File: config.mk
export PLATFORM = sky130hd
export DESIGN_NAME = http_response_parser_unit_flat
export DESIGN_NICKNAME = d
export VERILOG_FILES = /design/src/hdl/hrp_pkg.sv /design/src/hdl/hrp_if.sv /design/src/hdl/hrp_core.sv /design/src/hdl/hrp_skid.sv /design/src/hdl/http_response_parser_unit.sv /design/src/flat_wrapper.sv
export SDC_FILE = /design/constraint.sdc
export NUM_CORES = 1
export LEC_CHECK = 0
export BUFFER_PORTS_ARGS = -buffer_cell sky130_fd_sc_hd__buf_2
export CORE_UTILIZATION = 55
export DETAILED_ROUTE_END_ITERATION = 10
export PLACE_DENSITY_LB_ADDON = 0.1
export RECOVER_POWER = 25
export SLEW_MARGIN = 10
export SYNTH_ARGS = -nofsm -noshare
export SYNTH_HDL_FRONTEND = slang
export SYNTH_SLANG_ARGS = --single-unit
File: constraint.sdc
create_clock -name clk -period 7.2 [get_ports clk]
set_input_delay 0.36 -clock clk [delete_from_list [all_inputs] [get_ports clk]]
set_output_delay 0.36 -clock clk [all_outputs]
set_load 0.01 [all_outputs]
File: src/hdl/hrp_pkg.sv
// Shared types, codes and constants of the HTTP response parser.
`timescale 1ns / 1ps
package hrp_pkg;

  localparam int unsigned LIMIT_W = 14;
  localparam logic [LIMIT_W-1:0] LIMIT_RESET = 14'd8192;
  localparam logic [3:0] NAME_LEN = 4'd14;

  localparam logic [7:0] CHAR_CR = 8'h0D;
  localparam logic [7:0] CHAR_LF = 8'h0A;
  localparam logic [7:0] CHAR_SPACE = 8'h20;
  localparam logic [7:0] CHAR_COLON = 8'h3A;
  localparam logic [7:0] CHAR_UPPER_C = 8'h43;

  typedef enum logic [2:0] {
    PH_STATUS,
    PH_STATUS_CR,
    PH_FIELDS,
    PH_FIELDS_CR,
    PH_BODY,
    PH_DONE
  } phase_t;

  typedef enum logic [2:0] {
    STEP_VERSION,
    STEP_VERSION_MORE,
    STEP_CODE_FIRST,
    STEP_CODE,
    STEP_REASON_FIRST,
    STEP_REASON,
    STEP_BAD
  } status_step_t;

  typedef enum logic [1:0] {
    LEN_IDLE,
    LEN_SPACES,
    LEN_DIGITS
  } length_step_t;

  typedef enum logic [2:0] {
    ERR_NONE,
    ERR_OVERSIZE,
    ERR_CR_NO_LF,
    ERR_STATUS_LINE,
    ERR_LENGTH_LINE
  } error_t;

  typedef struct packed {
    logic        has_byte;
    logic [7:0]  body_byte;
    logic        last;
    logic [15:0] status_code;
    logic [15:0] content_length;
    error_t      fault_code;
  } out_item_t;

  typedef struct packed {
    logic      valid;
    out_item_t item;
  } result_t;

endpackage

File: src/hdl/hrp_if.sv
// Valid/ready channel interfaces for input bytes and parse results.
`timescale 1ns / 1ps
interface hrp_in_if;
  logic       valid;
  logic       ready;
  logic       start_req;
  logic [7:0] data_byte;

  modport source (output valid, output start_req, output data_byte, input ready);
  modport sink (input valid, input start_req, input data_byte, output ready);
endinterface

interface hrp_out_if;
  logic        valid;
  logic        ready;
  logic        has_byte;
  logic [7:0]  body_byte;
  logic        last;
  logic [15:0] status_code;
  logic [15:0] content_length;
  logic [2:0]  fault_code;

  modport source (output valid, output has_byte, output body_byte, output last,
                  output status_code, output content_length, output fault_code,
                  input ready);
  modport sink (input valid, input has_byte, input body_byte, input last,
                input status_code, input content_length, input fault_code,
                output ready);
endinterface

File: src/hdl/hrp_core.sv
// Per-byte parse state machine with the response limit register.
`timescale 1ns / 1ps
module hrp_core (
  input  logic                           clk,
  input  logic                           rst,
  input  logic                           cfg_wr_en,
  input  logic [hrp_pkg::LIMIT_W-1:0]    cfg_wr_data,
  hrp_in_if.sink                         byte_in,
  input  logic                           res_ready,
  output hrp_pkg::result_t               res
);
  import hrp_pkg::*;

  function automatic logic [15:0] sat_dec(input logic [15:0] v, input logic [7:0] c);
    logic [19:0] t;
    t = {1'b0, v, 3'b000} + {3'b000, v, 1'b0} + {16'd0, c[3:0]};
    return (t > 20'd65535) ? 16'hFFFF : t[15:0];
  endfunction

  function automatic logic is_digit(input logic [7:0] c);
    return c inside {["0":"9"]};
  endfunction

  function automatic logic is_version(input logic [7:0] c);
    return c inside {"h", "H", "t", "T", "p", "P", "/", "1", "."};
  endfunction

  function automatic logic is_reason(input logic [7:0] c);
    return c inside {["0":"9"], ["a":"z"], ["A":"Z"], " "};
  endfunction

  function automatic logic [7:0] name_char(input logic [3:0] idx);
    logic [7:0] r;
    case (idx)
      4'd0:  r = "C";
      4'd1:  r = "o";
      4'd2:  r = "n";
      4'd3:  r = "t";
      4'd4:  r = "e";
      4'd5:  r = "n";
      4'd6:  r = "t";
      4'd7:  r = "-";
      4'd8:  r = "L";
      4'd9:  r = "e";
      4'd10: r = "n";
      4'd11: r = "g";
      4'd12: r = "t";
      4'd13: r = "h";
      default: r = 8'h00;
    endcase
    return r;
  endfunction

  logic [LIMIT_W-1:0] response_limit;

  phase_t             phase, phase_b, phase_next;
  status_step_t       status_step, status_step_b, status_step_next;
  logic [LIMIT_W-1:0] byte_count, byte_count_b, byte_count_next;
  logic [15:0]        status_value, status_value_b, status_value_next;
  logic               line_empty, line_empty_b, line_empty_next;
  logic [3:0]         name_match, name_match_b, name_match_next;
  logic               name_seen, name_seen_b, name_seen_next;
  length_step_t       length_step, length_step_b, length_step_next;
  logic [15:0]        digits_value, digits_value_b, digits_value_next;
  logic [15:0]        length_candidate, length_candidate_b, length_candidate_next;
  logic               candidate_valid, candidate_valid_b, candidate_valid_next;
  logic               line_has_lf, line_has_lf_b, line_has_lf_next;
  logic [15:0]        body_length, body_length_b, body_length_next;
  logic [15:0]        body_left, body_left_b, body_left_next;

  logic       acc;
  logic [7:0] c;
  logic       clr;
  logic       oversize;
  logic [3:0] nm_step;
  result_t    res_next;

  assign byte_in.ready = res_ready;
  assign acc = byte_in.valid && byte_in.ready;
  assign c = byte_in.data_byte;
  assign clr = byte_in.start_req;

  // start_req clears parse state before the byte is handled
  always_comb begin
    phase_b            = clr ? PH_STATUS : phase;
    status_step_b      = clr ? STEP_VERSION : status_step;
    byte_count_b       = clr ? '0 : byte_count;
    status_value_b     = clr ? '0 : status_value;
    line_empty_b       = clr ? 1'b1 : line_empty;
    name_match_b       = clr ? '0 : name_match;
    name_seen_b        = clr ? 1'b0 : name_seen;
    length_step_b      = clr ? LEN_IDLE : length_step;
    digits_value_b     = clr ? '0 : digits_value;
    length_candidate_b = clr ? '0 : length_candidate;
    candidate_valid_b  = clr ? 1'b0 : candidate_valid;
    line_has_lf_b      = clr ? 1'b0 : line_has_lf;
    body_length_b      = clr ? '0 : body_length;
    body_left_b        = clr ? '0 : body_left;
  end

  assign oversize = (byte_count_b >= response_limit);

  // next state
  always_comb begin
    phase_next            = phase_b;
    status_step_next      = status_step_b;
    byte_count_next       = byte_count_b;
    status_value_next     = status_value_b;
    line_empty_next       = line_empty_b;
    name_match_next       = name_match_b;
    name_seen_next        = name_seen_b;
    length_step_next      = length_step_b;
    digits_value_next     = digits_value_b;
    length_candidate_next = length_candidate_b;
    candidate_valid_next  = candidate_valid_b;
    line_has_lf_next      = line_has_lf_b;
    body_length_next      = body_length_b;
    body_left_next        = body_left_b;
    nm_step               = '0;
    if (phase_b != PH_DONE) begin
      if (oversize) begin
        phase_next = PH_DONE;
      end else begin
        byte_count_next = byte_count_b + 1'b1;
        case (phase_b)
          PH_STATUS: begin
            if (c == CHAR_CR) begin
              phase_next = PH_STATUS_CR;
            end else begin
              case (status_step_b)
                STEP_VERSION: begin
                  status_step_next = is_version(c) ? STEP_VERSION_MORE : STEP_BAD;
                end
                STEP_VERSION_MORE: begin
                  if (is_version(c)) status_step_next = STEP_VERSION_MORE;
                  else if (c == CHAR_SPACE) status_step_next = STEP_CODE_FIRST;
                  else status_step_next = STEP_BAD;
                end
                STEP_CODE_FIRST: begin
                  if (is_digit(c)) begin
                    status_value_next = sat_dec(status_value_b, c);
                    status_step_next  = STEP_CODE;
                  end else begin
                    status_step_next = STEP_BAD;
                  end
                end
                STEP_CODE: begin
                  if (is_digit(c)) status_value_next = sat_dec(status_value_b, c);
                  else if (c == CHAR_SPACE) status_step_next = STEP_REASON_FIRST;
                  else status_step_next = STEP_BAD;
                end
                STEP_REASON_FIRST, STEP_REASON: begin
                  status_step_next = is_reason(c) ? STEP_REASON : STEP_BAD;
                end
                default: status_step_next = STEP_BAD;
              endcase
            end
          end
          PH_STATUS_CR: begin
            if (c != CHAR_LF || status_step_b != STEP_REASON) begin
              phase_next = PH_DONE;
            end else begin
              phase_next            = PH_FIELDS;
              line_empty_next       = 1'b1;
              name_match_next       = '0;
              name_seen_next        = 1'b0;
              length_step_next      = LEN_IDLE;
              digits_value_next     = '0;
              length_candidate_next = '0;
              candidate_valid_next  = 1'b0;
              line_has_lf_next      = 1'b0;
            end
          end
          PH_FIELDS: begin
            if (c == CHAR_CR) begin
              if (length_step_b == LEN_DIGITS) begin
                length_candidate_next = digits_value_b;
                candidate_valid_next  = 1'b1;
                length_step_next      = LEN_IDLE;
              end
              phase_next = PH_FIELDS_CR;
            end else begin
              line_empty_next = 1'b0;
              if (c == CHAR_LF) line_has_lf_next = 1'b1;
              if (name_match_b < NAME_LEN && c == name_char(name_match_b)) begin
                nm_step = name_match_b + 1'b1;
              end else begin
                nm_step = (c == CHAR_UPPER_C) ? 4'd1 : 4'd0;
              end
              if (nm_step >= NAME_LEN) begin
                name_seen_next  = 1'b1;
                name_match_next = '0;
              end else begin
                name_match_next = nm_step;
              end
              if (length_step_b == LEN_DIGITS) begin
                if (is_digit(c)) begin
                  digits_value_next = sat_dec(digits_value_b, c);
                end else begin
                  length_candidate_next = digits_value_b;
                  candidate_valid_next  = 1'b1;
                  length_step_next      = (c == CHAR_COLON) ? LEN_SPACES : LEN_IDLE;
                end
              end else if (c == CHAR_COLON) begin
                length_step_next = LEN_SPACES;
              end else if (length_step_b == LEN_SPACES) begin
                if (is_digit(c)) begin
                  length_step_next  = LEN_DIGITS;
                  digits_value_next = sat_dec(16'd0, c);
                end else if (c != CHAR_SPACE) begin
                  length_step_next = LEN_IDLE;
                end
              end
            end
          end
          PH_FIELDS_CR: begin
            if (c != CHAR_LF) begin
              phase_next = PH_DONE;
            end else if (line_empty_b) begin
              if (body_length_b == 16'd0) begin
                phase_next = PH_DONE;
              end else begin
                body_left_next = body_length_b;
                phase_next     = PH_BODY;
              end
            end else if (name_seen_b && (line_has_lf_b || !candidate_valid_b)) begin
              phase_next = PH_DONE;
            end else begin
              if (name_seen_b) body_length_next = length_candidate_b;
              phase_next            = PH_FIELDS;
              line_empty_next       = 1'b1;
              name_match_next       = '0;
              name_seen_next        = 1'b0;
              length_step_next      = LEN_IDLE;
              digits_value_next     = '0;
              length_candidate_next = '0;
              candidate_valid_next  = 1'b0;
              line_has_lf_next      = 1'b0;
            end
          end
          PH_BODY: begin
            body_left_next = body_left_b - 1'b1;
            if (body_left_b == 16'd1) phase_next = PH_DONE;
          end
          default: phase_next = PH_DONE;
        endcase
      end
    end
  end

  // result of this byte
  always_comb begin
    res_next                     = '0;
    res_next.item.status_code    = status_value_b;
    res_next.item.content_length = body_length_b;
    res_next.item.fault_code     = ERR_NONE;
    if (acc && phase_b != PH_DONE) begin
      if (oversize) begin
        res_next.valid           = 1'b1;
        res_next.item.last       = 1'b1;
        res_next.item.fault_code = ERR_OVERSIZE;
      end else begin
        case (phase_b)
          PH_STATUS_CR: begin
            if (c != CHAR_LF) begin
              res_next.valid           = 1'b1;
              res_next.item.last       = 1'b1;
              res_next.item.fault_code = ERR_CR_NO_LF;
            end else if (status_step_b != STEP_REASON) begin
              res_next.valid           = 1'b1;
              res_next.item.last       = 1'b1;
              res_next.item.fault_code = ERR_STATUS_LINE;
            end
          end
          PH_FIELDS_CR: begin
            if (c != CHAR_LF) begin
              res_next.valid           = 1'b1;
              res_next.item.last       = 1'b1;
              res_next.item.fault_code = ERR_CR_NO_LF;
            end else if (line_empty_b) begin
              if (body_length_b == 16'd0) begin
                res_next.valid     = 1'b1;
                res_next.item.last = 1'b1;
              end
            end else if (name_seen_b && (line_has_lf_b || !candidate_valid_b)) begin
              res_next.valid           = 1'b1;
              res_next.item.last       = 1'b1;
              res_next.item.fault_code = ERR_LENGTH_LINE;
            end
          end
          PH_BODY: begin
            res_next.valid          = 1'b1;
            res_next.item.has_byte  = 1'b1;
            res_next.item.body_byte = c;
            res_next.item.last      = (body_left_b == 16'd1);
          end
          default: res_next.valid = 1'b0;
        endcase
      end
    end
  end

  assign res = res_next;

  always_ff @(posedge clk) begin
    if (rst) begin
      response_limit <= LIMIT_RESET;
    end else if (cfg_wr_en) begin
      response_limit <= cfg_wr_data;
    end
  end

  always_ff @(posedge clk) begin
    if (rst) begin
      phase            <= PH_STATUS;
      status_step      <= STEP_VERSION;
      byte_count       <= '0;
      status_value     <= '0;
      line_empty       <= 1'b1;
      name_match       <= '0;
      name_seen        <= 1'b0;
      length_step      <= LEN_IDLE;
      digits_value     <= '0;
      length_candidate <= '0;
      candidate_valid  <= 1'b0;
      line_has_lf      <= 1'b0;
      body_length      <= '0;
      body_left        <= '0;
    end else if (acc) begin
      phase            <= phase_next;
      status_step      <= status_step_next;
      byte_count       <= byte_count_next;
      status_value     <= status_value_next;
      line_empty       <= line_empty_next;
      name_match       <= name_match_next;
      name_seen        <= name_seen_next;
      length_step      <= length_step_next;
      digits_value     <= digits_value_next;
      length_candidate <= length_candidate_next;
      candidate_valid  <= candidate_valid_next;
      line_has_lf      <= line_has_lf_next;
      body_length      <= body_length_next;
      body_left        <= body_left_next;
    end
  end

  a_done_holds: assert property (@(posedge clk) disable iff (rst)
    phase == PH_DONE && !(acc && byte_in.start_req) |=> phase == PH_DONE)
    else $error("parser left completion without a new response");

  a_result_ends: assert property (@(posedge clk) disable iff (rst)
    res.valid && res.item.last |=> phase == PH_DONE)
    else $error("final result did not close the response");

  a_error_shape: assert property (@(posedge clk) disable iff (rst)
    res.valid && res.item.fault_code != ERR_NONE |-> res.item.last && !res.item.has_byte)
    else $error("error result carries a body byte or lacks last");

endmodule

File: src/hdl/hrp_skid.sv
// Output register with a skid stage for parse results.
`timescale 1ns / 1ps
module hrp_skid (
  input  logic             clk,
  input  logic             rst,
  input  hrp_pkg::result_t res,
  output logic             res_ready,
  hrp_out_if.source        result_out
);
  import hrp_pkg::*;

  logic      m_valid;
  out_item_t m_data;
  logic      s_valid;
  out_item_t s_data;
  logic      pop;

  assign pop = m_valid && result_out.ready;
  assign res_ready = !s_valid;

  always_ff @(posedge clk) begin
    if (rst) begin
      m_valid <= 1'b0;
      s_valid <= 1'b0;
    end else if (pop) begin
      if (s_valid) begin
        m_valid <= 1'b1;
        s_valid <= 1'b0;
      end else begin
        m_valid <= res.valid;
      end
    end else if (res.valid) begin
      if (!m_valid) m_valid <= 1'b1;
      else s_valid <= 1'b1;
    end
  end

  always_ff @(posedge clk) begin
    if (pop) begin
      if (s_valid) m_data <= s_data;
      else if (res.valid) m_data <= res.item;
    end else if (res.valid) begin
      if (!m_valid) m_data <= res.item;
      else s_data <= res.item;
    end
  end

  assign result_out.valid          = m_valid;
  assign result_out.has_byte       = m_data.has_byte;
  assign result_out.body_byte      = m_data.body_byte;
  assign result_out.last           = m_data.last;
  assign result_out.status_code    = m_data.status_code;
  assign result_out.content_length = m_data.content_length;
  assign result_out.fault_code     = m_data.fault_code;

  a_no_push_when_full: assert property (@(posedge clk) disable iff (rst)
    res.valid |-> !s_valid)
    else $error("result pushed into a full buffer");

  a_skid_behind_main: assert property (@(posedge clk) disable iff (rst)
    s_valid |-> m_valid)
    else $error("skid entry held while output register empty");

  a_skid_drains: assert property (@(posedge clk) disable iff (rst)
    s_valid && result_out.ready |=> m_valid && !s_valid)
    else $error("skid entry not moved on pop");

endmodule

File: src/hdl/http_response_parser_unit.sv
// Top level of the HTTP response parser: byte channel in, result channel out.
//
//   channel      dir  handshake      payload
//   byte_in      in   valid/ready    start_req, data_byte
//   result_out   out  valid/ready    has_byte, body_byte, last, status_code,
//                                    content_length, fault_code
//   cfg          in   cfg_wr_en      cfg_wr_data (response_limit)
//
// One byte is taken per cycle while the skid entry is empty; any result that
// the parse logic in hrp_core gives feeds a registered two-entry output buffer.
// Synchronous reset sets response_limit to 8192 and clears all parse state.
// While result_out stalls, bytes keep flowing until the skid entry fills.
`timescale 1ns / 1ps
module http_response_parser_unit (
  input  logic                        clk,
  input  logic                        rst,
  input  logic                        cfg_wr_en,
  input  logic [hrp_pkg::LIMIT_W-1:0] cfg_wr_data,
  hrp_in_if.sink                      byte_in,
  hrp_out_if.source                   result_out
);
  import hrp_pkg::*;

  result_t res;
  logic    res_ready;

  hrp_core u_core (
    .clk         (clk),
    .rst         (rst),
    .cfg_wr_en   (cfg_wr_en),
    .cfg_wr_data (cfg_wr_data),
    .byte_in     (byte_in),
    .res_ready   (res_ready),
    .res         (res)
  );

  hrp_skid u_skid (
    .clk        (clk),
    .rst        (rst),
    .res        (res),
    .res_ready  (res_ready),
    .result_out (result_out)
  );

endmodule

File: src/flat_wrapper.sv
// flat-port wrapper written by rule: the top's interface ports become plain ports
module http_response_parser_unit_flat import hrp_pkg::*;
  (clk, rst, cfg_wr_en, cfg_wr_data, byte_in_valid, byte_in_start_req, byte_in_data_byte, byte_in_ready, result_out_valid, result_out_has_byte, result_out_body_byte, result_out_last, result_out_status_code, result_out_content_length, result_out_fault_code, result_out_ready);
  hrp_in_if byte_in_i ();
  hrp_out_if result_out_i ();
  input  logic clk;
  input  logic rst;
  input  logic cfg_wr_en;
  input  logic [hrp_pkg::LIMIT_W-1:0] cfg_wr_data;
  input wire logic [$bits(byte_in_i.valid)-1:0] byte_in_valid;
  input wire logic [$bits(byte_in_i.start_req)-1:0] byte_in_start_req;
  input wire logic [$bits(byte_in_i.data_byte)-1:0] byte_in_data_byte;
  output wire logic [$bits(byte_in_i.ready)-1:0] byte_in_ready;
  output wire logic [$bits(result_out_i.valid)-1:0] result_out_valid;
  output wire logic [$bits(result_out_i.has_byte)-1:0] result_out_has_byte;
  output wire logic [$bits(result_out_i.body_byte)-1:0] result_out_body_byte;
  output wire logic [$bits(result_out_i.last)-1:0] result_out_last;
  output wire logic [$bits(result_out_i.status_code)-1:0] result_out_status_code;
  output wire logic [$bits(result_out_i.content_length)-1:0] result_out_content_length;
  output wire logic [$bits(result_out_i.fault_code)-1:0] result_out_fault_code;
  input wire logic [$bits(result_out_i.ready)-1:0] result_out_ready;
  assign byte_in_i.valid = byte_in_valid;
  assign byte_in_i.start_req = byte_in_start_req;
  assign byte_in_i.data_byte = byte_in_data_byte;
  assign byte_in_ready = byte_in_i.ready;
  assign result_out_valid = result_out_i.valid;
  assign result_out_has_byte = result_out_i.has_byte;
  assign result_out_body_byte = result_out_i.body_byte;
  assign result_out_last = result_out_i.last;
  assign result_out_status_code = result_out_i.status_code;
  assign result_out_content_length = result_out_i.content_length;
  assign result_out_fault_code = result_out_i.fault_code;
  assign result_out_i.ready = result_out_ready;
  http_response_parser_unit u_core (.clk(clk), .rst(rst), .cfg_wr_en(cfg_wr_en), .cfg_wr_data(cfg_wr_data), .byte_in(byte_in_i), .result_out(result_out_i));
endmodule
==> metrics.txt, run 1 <==
cells on worst reg2reg path=12; top sig layer=met4; layout cells sized above 1=8.98%; IO Pins=75; Worst IR Drop VDD=0.163 mV; CTS tree=done; WL final=35500 µm; Layout Nets=1656; Detail Placement HPWL=24900 µm; r2r setup slk=2.70 ns; post-route ant nets=0; Yosys top cell by area=edfxtp_1; failing checks=capacitance limit, slew limit; Critical Path AT=5.44 ns; commonest non-fill, non-tap cell in the layout=nand2_1; core area=0.0242 mm²; Least-Margin Pin Slew=1.70 ns; Finished Layout Cells=1883; Max clock buf depth=3; clk_lat worst skew=0.53 ns; Synth top area share=20.0%; most frequent cells in the layout=162 x nand2_1, 126 x dfxtp_1, 123 x nor2_1; Initial Utilization=55.9%; CTS sink count=216; Max-cap violations=1; Most used DFF post-synth=dfxtp_1; max incr delay on CP=1.23 ns; CP required=7.61 ns; CP delay by family, top=buffers and inverters; post-synthesis mux area share=3.99%; syn_nets=1626; Fin Clk Skew=0.00750 ns; largest family of logic cells by synthesized area=compound AO/OA/AOI/OAI gates; WL met2=15800 µm; final setup fails=0; CP Launch Type=primary input; global-route wire length before repair=57800 µm; Fill cells=2117; number of global-route vias before repair=10900; total clock buffers created by CTS=24; WS Path Type=in2reg; ant diodes=0; DRT Pass-1 Iters=5; Crit path depth=15; final worst path period share=69.9%; DRC=0; root buffer cell=clkbuf_16; RSZ-0062 raised after global routing=no; DR vias/cell=6.24; ys async rst share=0%; cell count after synthesis=1511; initial antenna violation count=0; Synth Area in Simple Gates=19.6%; row cnt=57; Reg clk slew, reported paths=0.06 ns; Setup crit end kind=register; placed cell count=1839; PortBufs=74; met3 WL post-DR=2290 µm; WL/cell=18.9 µm; outcome=finished, violations left; DP Area=0.0141 mm²; GP Congestion=0.900; Pins Over Slew Limit=36; pwr dens=180 mW/mm²; Hold EP=u_core.u_core.response_limit[13]; post-synthesis adder-cell area fraction=8.22%; minimum clock period=5.03 ns; sequential element share of the synthesized area=38.7%; wl on met1=16500 µm; residual overflow from global routing=0; via count=11800; Die X=159 µm; synth top area cells=edfxtp_1 20%, dfxtp_1 19%, ha_1 7.8%; #FFs+latches synth=216; worst-path fanout max=51; Die Y=159 µm; Hold Crit Class=in2reg; all-layer global routing usage=27.8%; Mapped Avg Cell Area=8.94 µm²; Post-synth EDFFs=90; WHS Path Cells=3; Yosys warning count=0; Post-CTS Setup Inserts=0; largest net degree at the start of global routing=79; hold_buf cts=0; Pleak=0.00580 µW; final instance area=0.0148 mm²; Crit-path slowest cell=clkbuf_1; Cell Chain, Critical Path=buf_4 > buf_4 > inv_1 > clkbuf_1 > nand2_1 > inv_1 > ha_1 > ha_1 > nand3_1 > or3_1 > o21ai_1 > mux2i_1 > nand4b_2 > nor4b_1 > o21ai_1; worst reg2reg endpoint=u_core.u_core.digits_value[14]; total die area=0.0252 mm²; Cell Area, Synth=0.0135 mm²; post-synth cell types=94; compound-cell area share of the yosys netlist=22.5%; area growth from synthesis to layout=9.18%; DRT iter0 DRCs=1082; final setup TNS=0 ns; CP bufs+invs=5; XOR/XNOR Fraction of Synth Area=2.98%; Hold Path Origin=cfg_wr_data[13]; reg2reg start=u_core.u_core.digits_value[0]; H-tree levels=1; number of gates resized after CTS=0; Achievable Freq=199 MHz; Final Hold Fails=0; Slew HR=-13.1%
-- flip-flops by register name, summed over array words and instances, names as in the netlist, 4 cells and up --
register / cells
u_core.u_core.body_left: 16
u_core.u_skid.result_out.body_byte: 8
u_core.u_core.response_limit: 14
u_core.u_core.digits_value: 16
u_core.u_core.status_value: 16
u_core.u_skid.s_data: 45
u_core.u_core.body_length: 16
u_core.u_skid.result_out.status_code: 16
u_core.u_core.length_candidate: 16
u_core.u_core.name_match: 4
u_core.u_core.byte_count: 14
u_core.u_skid.result_out.content_length: 16
-- Yosys cell counts (10+ instances only) --
cell / instances
nand3_1: 23
mux2i_1: 28
buf_2: 20
nand4_1: 14
nor2_1: 123
nor3_1: 36
a21oi_1: 115
ha_1: 84
nand2b_1: 11
o211ai_1: 10
inv_1: 46
o22ai_1: 15
a31oi_1: 16
o221ai_1: 17
and3_1: 23
edfxtp_1: 90
nor4_1: 13
o21a_1: 14
nor2b_1: 66
o21ai_0: 75
a21o_1: 34
a211oi_1: 18
clkbuf_1: 54
nand2_1: 162
dfxtp_1: 126
xnor2_1: 25
mux2_2: 23
a22o_1: 21
a22oi_1: 29
xor2_1: 21
-- report_power, final --
| part | leakage, µW | total [µW] | internal, µW | switching, µW |
|---|---|---|---|---|
| Sequential | 0.00169 | 1300 | 1290 | 12.0 |
| Combinational | 0.00374 | 176 | 52.5 | 124 |
| Clock | 0.000365 | 1180 | 673 | 510 |
| Total | 0.00580 | 2660 | 2010 | 645 |
-- kinds of logic after synthesis --
family,after synthesis
fa+ha+maj,87
mux,51
buf+inv,134
compound gates,452
simple gates,525
xor+xnor,46
flops,216
-- final cells by class --
type / count / area, µm² / area share [%]
Tap cell: 324 / 405 / 2.75
Timing Repair Buffer: 90 / 427 / 2.89
Sequential cell: 216 / 5230 / 35.4
Inverter: 48 / 180 / 1.22
Clock inverter: 14 / 116 / 0.789
Multi-Input combinational cell: 1161 / 7760 / 52.6
Clock buffer: 30 / 643 / 4.36
-- worst register-to-register path, cell delays in order (launching register included) --
cell	delay, ns
dfxtp_1	0.38
nor2b_1	0.56
xor2_1	0.16
ha_1	0.36
fa_1	0.50
a211oi_1	0.28
o21a_1	0.29
a211o_1	0.17
nand3_1	0.08
xor2_1	0.20
nor4_4	0.93
a21oi_1	0.17
a221o_1	0.32
-- stage by stage --
stage | hold slack (ns) | power, µW | utilization [%] | worst slack [ns]
finish | 0.0538 | 2660 | 61.0 | 2.17
floorplan | 0.408 | 1440 | - | 1.36
global placement | 0.415 | 1500 | 58.2 | 2.50
detailed placement | 0.422 | 1500 | 58.2 | 2.40
CTS | 0.0433 | 2680 | 61.3 | 2.79
global route | 0.0686 | 2740 | 61.0 | 1.76
-- per-layer routing --
layer / GRT usage [%] / vias to the layer above
li1: - / 5669
met1: 39.8 / 5586
met4: 9.05 / 0
met3: 3.45 / 79
met2: 43.3 / 419
met5: 0 / -
-- worst max-delay path by stage --
| stage | from | to | slack, ns |
|---|---|---|---|
| after floorplan | byte_in_start_req | u_core.u_skid.result_out.body_byte[0] | 1.36 |
| after global placement | byte_in_start_req | u_core.u_core.status_value[12] | 2.50 |
| after detailed placement | byte_in_start_req | u_core.u_core.status_value[12] | 2.40 |
| after CTS | u_core.u_core.digits_value[0] | u_core.u_core.digits_value[11] | 2.79 |
| after global routing | byte_in_start_req | u_core.u_core.status_value[12] | 1.76 |
| final | byte_in_start_req | u_core.u_core.status_value[12] | 2.17 |
No activity file was read; power rests on OpenSTA's default activity.
==> inputs of run 2 (changes only) <==
ABC_AREA = 1   (was not set)
clock period = 4.93 ns   (was 7.2 ns; I/O delays follow)
==> metrics.txt, run 2 <==
commonest non-fill, non-tap cell in the layout=nand2_1; Achievable Freq=278 MHz; WL final=45100 µm; Net Sw Power=1120 µW; synth top area cells=edfxtp_1 18%, dfxtp_1 16%, nand2_1 15%; max FFs per register=45; CP delay by family, top=simple AND/OR/NAND/NOR gates; DR vias/cell=5.73; Crit-path slowest cell=nor2_2; PortBufs=74; WS Path Type=reg2reg; Max clock buf depth=3; Critical Path AT=3.96 ns; outcome=finished clean; ant diodes=0; Yosys top cell by area=edfxtp_1; Hold Path Origin=cfg_wr_data[8]; share of total power in sequential cells=44.8%; ys async rst share=0%; GP Congestion=0.968; area growth from synthesis to layout=9.61%; cell with the most instances after synthesis=nand2_1; Mapped Avg Cell Area=6.83 µm²; CP Capture Point=u_core.u_core.status_value[4]; multi-input logic area=0.00867 mm²; number of global-route vias before repair=14400; post-route ant nets=0; Slew HR=23.3%; total power=4280 µW; DRT Pass-1 Iters=6; WL/cell=16.8 µm; Worst IR Drop VDD=0.228 mV; global routing usage on met2=52.0%; core area=0.0272 mm²; final worst path period share=72.9%; cell count after synthesis=2250; cells on worst reg2reg path=17; clk_lat worst skew=0.55 ns; routing usage on met3=4.78%; Biggest register=u_core.u_skid.s_data; syn_nets=2365; Die Y=169 µm; via count=15300; Reg clk slew, reported paths=0.06 ns; Setup crit end kind=register; total clock buffers created by CTS=25; placed cell count=2615; Pint=3160 µW; CTS sink count=216; Die X=169 µm; DRC=0; #FFs+latches synth=216; total die area=0.0286 mm²; Initial Utilization=56.6%; pwr dens=254 mW/mm²; reg2reg start=u_core.u_core.status_value[0]; root buffer cell=clkbuf_16; Least-Margin Pin Slew=1.15 ns; Crit path depth=17; met1 GRT Util=42.2%; Hold Crit Class=in2reg; commonest cells in the netlist=620 x nand2_1, 251 x inv_1, 241 x a21oi_1, 198 x o21ai_0, 147 x nor2_1; all-layer global routing usage=31.7%; Cell Chain, Critical Path=nand2_1 > inv_1 > fa_1 > inv_1 > fa_1 > inv_1 > nand3_1 > a21oi_1 > nor2_1 > o21ai_2 > nand3_1 > nand3_1 > nand3_1 > nor2_2 > nand2_1 > nand2_1 > a21oi_1; most frequent cells in the layout=619 x nand2_1, 251 x inv_1, 240 x a21oi_1; switching part of the total=26.2%; Clk pwr share=45.4%; Most Used Layer, Global Route=met2; sequential element share of the synthesized area=34.0%; residual overflow from global routing=0; final setup fails=0; hold_buf cts=15; Gate power share=9.8%; crit path launch=u_core.u_core.status_value[0]; Detail Placement HPWL=31100 µm; initial antenna violation count=0; DRT iter0 DRCs=1530; Yosys warning count=0; register area=0.00523 mm²; row cnt=60; Fill cells=2573; Pins Over Slew Limit=0; Finished Layout Cells=2676; number of gates resized after CTS=0; Max-cap violations=0; H-tree levels=1; Pleak=0.00758 µW; CP Launch Type=register; CTS tree=done; Fin Clk Skew=0.0267 ns; CP bufs+invs=3; r2r setup slk=1.34 ns; Most used DFF post-synth=dfxtp_1; largest net degree at the start of global routing=75; CP required=5.30 ns; final setup TNS=0 ns; minimum clock period=3.59 ns; RSZ-0062 raised after global routing=no; Layout Nets=2400; worst reg2reg endpoint=u_core.u_core.status_value[4]; Post-CTS Setup Inserts=0; max incr delay on CP=0.59 ns; worst-path fanout max=16; post-synth cell types=56; Final Hold Fails=0; IO Pins=75; Cell Area, Synth=0.0154 mm²; layout cells sized above 1=7.55%; most used cell, CP=nand3_1; global-route wire length before repair=73100 µm; Post-synth EDFFs=90; Synth top area share=17.6%
-- run 2: layer usage --
layer | wire (µm) | up-vias
met2 | 20600 | 652
li1 | - | 7550
met3 | 3880 | 100
met4 | 1350 | 0
met1 | 19300 | 7040
met5 | 0 | -
-- run 2: how the worst min path moves through the flow --
| stage | end | cells after the start |
|---|---|---|
| floorplan | u_core.u_core.response_limit[13] | 1 |
| global placement | u_core.u_core.response_limit[1] | 2 |
| detailed placement | u_core.u_core.status_value[7] | 2 |
| CTS | u_core.u_core.response_limit[8] | 3 |
| global route | u_core.u_core.response_limit[8] | 3 |
| finish | u_core.u_core.response_limit[8] | 3 |
-- run 2: logic make-up (layout without fill, tap and decap cells) --
kind of cell,Yosys count,count (layout),synth area share (%)
DFF,216,216,34.0
adders and majority gates,87,87,7.23
xor gates and xnor gates,31,31,1.77
muxes,6,6,0.439
and+or+nand+nor,991,991,27.4
AOI/OAI and AO/OA,546,546,19.3
buffers and inverters,373,427,9.85
-- run 2: final cells by class --
class                           count  share of cell area (%)
Inverter                          276                    6.18
Multi-Input combinational cell   1661                    51.4
Timing Repair Buffer              105                    3.51
Clock inverter                     10                   0.765
Clock buffer                       36                    4.34
Tap cell                          372                    2.76
Sequential cell                   216                    31.0
-- run 2: stage by stage --
stage          instance area, µm²  setup slack (ns)  utilization (%)  hold slack (ns)
2_1_floorplan               15400            0.0512                -            0.347
3_3_place_gp                15900              1.03             58.5            0.450
3_5_place_dp                15900             0.979             58.5            0.456
4_1_cts                     16900              1.33             62.2           0.0461
5_1_grt                     16900             0.955             62.0           0.0677
6_report                    16900              1.34             62.0           0.0471
-- run 2: power groups by stage --
| stage | logic [µW] | clock network, µW | registers (µW) |
|---|---|---|---|
| floorplan | 280 | 0 | 1960 |
| global placement | 399 | 0 | 1950 |
| detailed placement | 404 | 0 | 1960 |
| CTS | 416 | 1960 | 1920 |
| global route | 464 | 2030 | 1920 |
| finish | 419 | 1940 | 1920 |
-- run 2: worst min-delay path, delay by kind of cell --
kind	cells	cell delay, ns
AO/OA/AOI/OAI	2	0.22
buffers and inverters	1	0.08
